### config.mk
export PLATFORM = sky130hd
export DESIGN_NAME = mdsc_ram
export DESIGN_NICKNAME = d
export VERILOG_FILES = /design/src/sv/mdsc_ram.sv
export SDC_FILE = /design/constraint.sdc
export NUM_CORES = 1
export LEC_CHECK = 0
export BUFFER_PORTS_ARGS = -buffer_cell sky130_fd_sc_hd__buf_2
export CAP_MARGIN = 40
export CORE_MARGIN = 2
export CORE_UTILIZATION = 45
export DETAILED_ROUTE_END_ITERATION = 10
export PLACE_DENSITY = 0.71
export SYNTH_ARGS = -nofsm -noshare
export SYNTH_HDL_FRONTEND = slang
export SYNTH_SLANG_ARGS = --single-unit
### constraint.sdc
create_clock -name i_clk -period 4.25 [get_ports i_clk]
set_clock_uncertainty 0.05 [all_clocks]
set_input_delay 0.2125 -clock i_clk [delete_from_list [all_inputs] [get_ports i_clk]]
set_output_delay 0.2125 -clock i_clk [all_outputs]
set_load 0.02 [all_outputs]
### src/sv/mdsc_ram.sv
// Generic single-write, single-read RAM with registered read data
module mdsc_ram #(
    parameter int WIDTH = 8,
    parameter int DEPTH = 64,
    localparam int AW = $clog2(DEPTH)
) (
    input  logic             i_clk,
    input  logic             i_we,
    input  logic [AW-1:0]    i_waddr,
    input  logic [WIDTH-1:0] i_wdata,
    input  logic [AW-1:0]    i_raddr,
    output logic [WIDTH-1:0] o_rdata
);

    logic [WIDTH-1:0] r_mem [DEPTH];
    logic [WIDTH-1:0] r_rdata;

    always_ff @(posedge i_clk) begin
        if (i_we) begin
            r_mem[i_waddr] <= i_wdata;
        end
        r_rdata <= r_mem[i_raddr];
    end

    assign o_rdata = r_rdata;

endmodule

==> flow_summary.yaml <==
yosys:
  synth_cells: 940
  synth_area_leaders: "edfxtp_1, mux4_2, nor2_1"
  yosysSeqAreaShare: 0.770
  syn_avg_cell_area_um2: 21.5
  async_reset_ff_frac: 0
  syn-cell-area_um2: 20200
  yosys.area.top_type: "edfxtp_1"
  synthFlopType: "edfxtp_1"
  ys_ff_latch: 520
  synth.most_common_cell: "edfxtp_1"
  ys_types: 40
  synth_top_cell_area_share: 0.762
  synth_edf_count: 512
  synth_nets: 962
  synth_warnings: 0
  synth_common_cells: "edfxtp_1, mux4_2, nor2_1, mux2i_1, nand2_1"
grt:
  grt_antenna_before_repair: 1
  grt_pass1_wl_um: 64100
  grt_overflow: 0
  grt_pass1_vias: 9944
  grt_max_degree: 65
  track_usage: 0.187
floorplanning:
  io_pins: 30
  die-area_um2: 46500
  core_um2: 44200
  die-width_um: 216
  die_height_um: 216
  rows: 77
  initial_utilization: 0.456
route:
  route.met2.wl_um: 21400
  dr.pass1.iters: 7
  drt_iter0_drc: 1187
  num_vias: 9616
  vias_per_cell: 5.88
  wl_met1_um: 17200
  wl_per_cell_um: 26.3
  wl_met3_um: 3320
  drc: 0
  drt-total-wl_um: 43000
  highest_layer: "met5"
  antenna_left: 0
sta:
  period_minus_slack_ns: 2.24
  setup_viol: 0
  max_slew_margin: 0.391
  final_max_slew_viol_count: 0
  fmax_mhz: 447
  grt_setup_unrepaired: "no"
  fin_setup_tns_ns: 0
  worst-slew-pin-transition_ns: 0.911
  hold_violations: 0
  period_share: 0.527
worst_setup_path:
  worstPathArrival_ns: 2.62
  cp-start-kind: "input pin"
  crit_path_end_kind: "flip-flop"
  crit_type: "in -> reg"
  crit_fanout: 53
  crit_required_ns: 4.63
placement:
  hpwlAfterDp_um: 26100
  io_buffers: 29
  gp_congestion: 0.768
cells_and_area:
  antenna_cells: 0
  utilization: 0.514
  syn_to_final_growth_pct: 12.7
  drive_gt1_frac: 0.267
  nets: 1025
cts:
  cts-root-buf: "clkbuf_16"
  clk_latency_ns: 0.58
  cts_made_buffers: 49
  cts_sinks: 520
  cts-resized-gates: 0
  clkTransAtPathRegs_ns: 0.07
  cts_htree_levels: 2
  cts_tree: "yes"
  clockBufferDepth: 3
  cts_setup_buffers: 0
power_and_ir_drop:
  p_leak_uw: 0.00709
  p_per_area_nw_per_um2: 468
  ir_worst_vdd_mv: 0.283
status:
  status: "finished clean"
run:
  cap_viol_max_count: 0
min_path:
  hold_path.class: "in -> reg"
## state kept, by name, indices dropped and copies added (netlist names)
register and flops:
o_rdata 8, r_mem 512
## final timing paths
path	end	startpoint	cells after the start	slack (ns)
max	o_rdata[0]	i_raddr[1]	7	2.01
max reg2reg	o_rdata[4]	r_mem[29][4]	5	2.07
min	o_rdata[6]	i_raddr[5]	3	0.07
min reg2reg	o_rdata[6]	r_mem[30][6]	3	0.77
## kinds of logic (layout without fill, tap and decap cells)
family,after synthesis,in the layout,synth area share
simple gates,153,153,0.0339
mux,162,162,0.159
flops,520,520,0.770
compound gates,54,54,0.0207
buf+inv,51,154,0.0157
## through the flow
stage / hold WS, ns / power, uW / setup WS [ns] / instance area, um^2 / std cells
after floorplan: 0.261 / 6110 / 2.32 / 20200 / 940
after global routing: 0.0791 / 10900 / 1.96 / 22700 / 1635
after global placement: 0.606 / 6310 / 1.48 / 20900 / 1527
after detailed placement: 0.580 / 6330 / 1.47 / 21100 / 1542
after CTS: 0.0307 / 10700 / 2.03 / 22700 / 1634
final: 0.0710 / 10600 / 2.01 / 22700 / 1635
## layout by cell type (no fill, tap or decap), types with 13 or more instances in the layout
cell type / count
nand3_1: 13
clkbuf_16: 49
nor2_1: 83
buf_4: 27
nand2_1: 19
clkinv_2: 13
mux4_2: 126
buf_2: 26
mux2_2: 13
nor2b_1: 14
edfxtp_1: 512
mux2i_1: 23
## metal layers
metal	GRT usage	up-vias
li1	-	4051
met1	0.261	5022
met2	0.306	462
met3	0.0297	79
met4	0.0577	2
met5	0	-
## critical path: stages
cell,delay [ns]
buf_4,0.66
buf_12,0.37
mux4_2,0.39
mux4_2,0.53
nor2_1,0.16
nor3_1,0.10
o2bb2ai_1,0.16
## what timing repair did
action / CTS / global route
hold buffers: 1 / 0
hold endpoints to repair: 12 / 0
setup endpoints to repair: 0 / 0
## power breakdown
| group | switching (uW) | internal, uW | total, uW |
|---|---|---|---|
| logic | 328 | 204 | 532 |
| clock network | 1840 | 2580 | 4420 |
| registers | 15.5 | 5670 | 5690 |
## final cells by class
class | instances | area, um^2
clock inverters | 32 | 339
multi-input cells | 369 | 4320
clock buffers | 59 | 1280
repair buffers | 63 | 524
fillers | 3353 | 21500
well taps | 592 | 741
flip-flops and latches | 520 | 15500
Power figures use the tool's default switching activity.
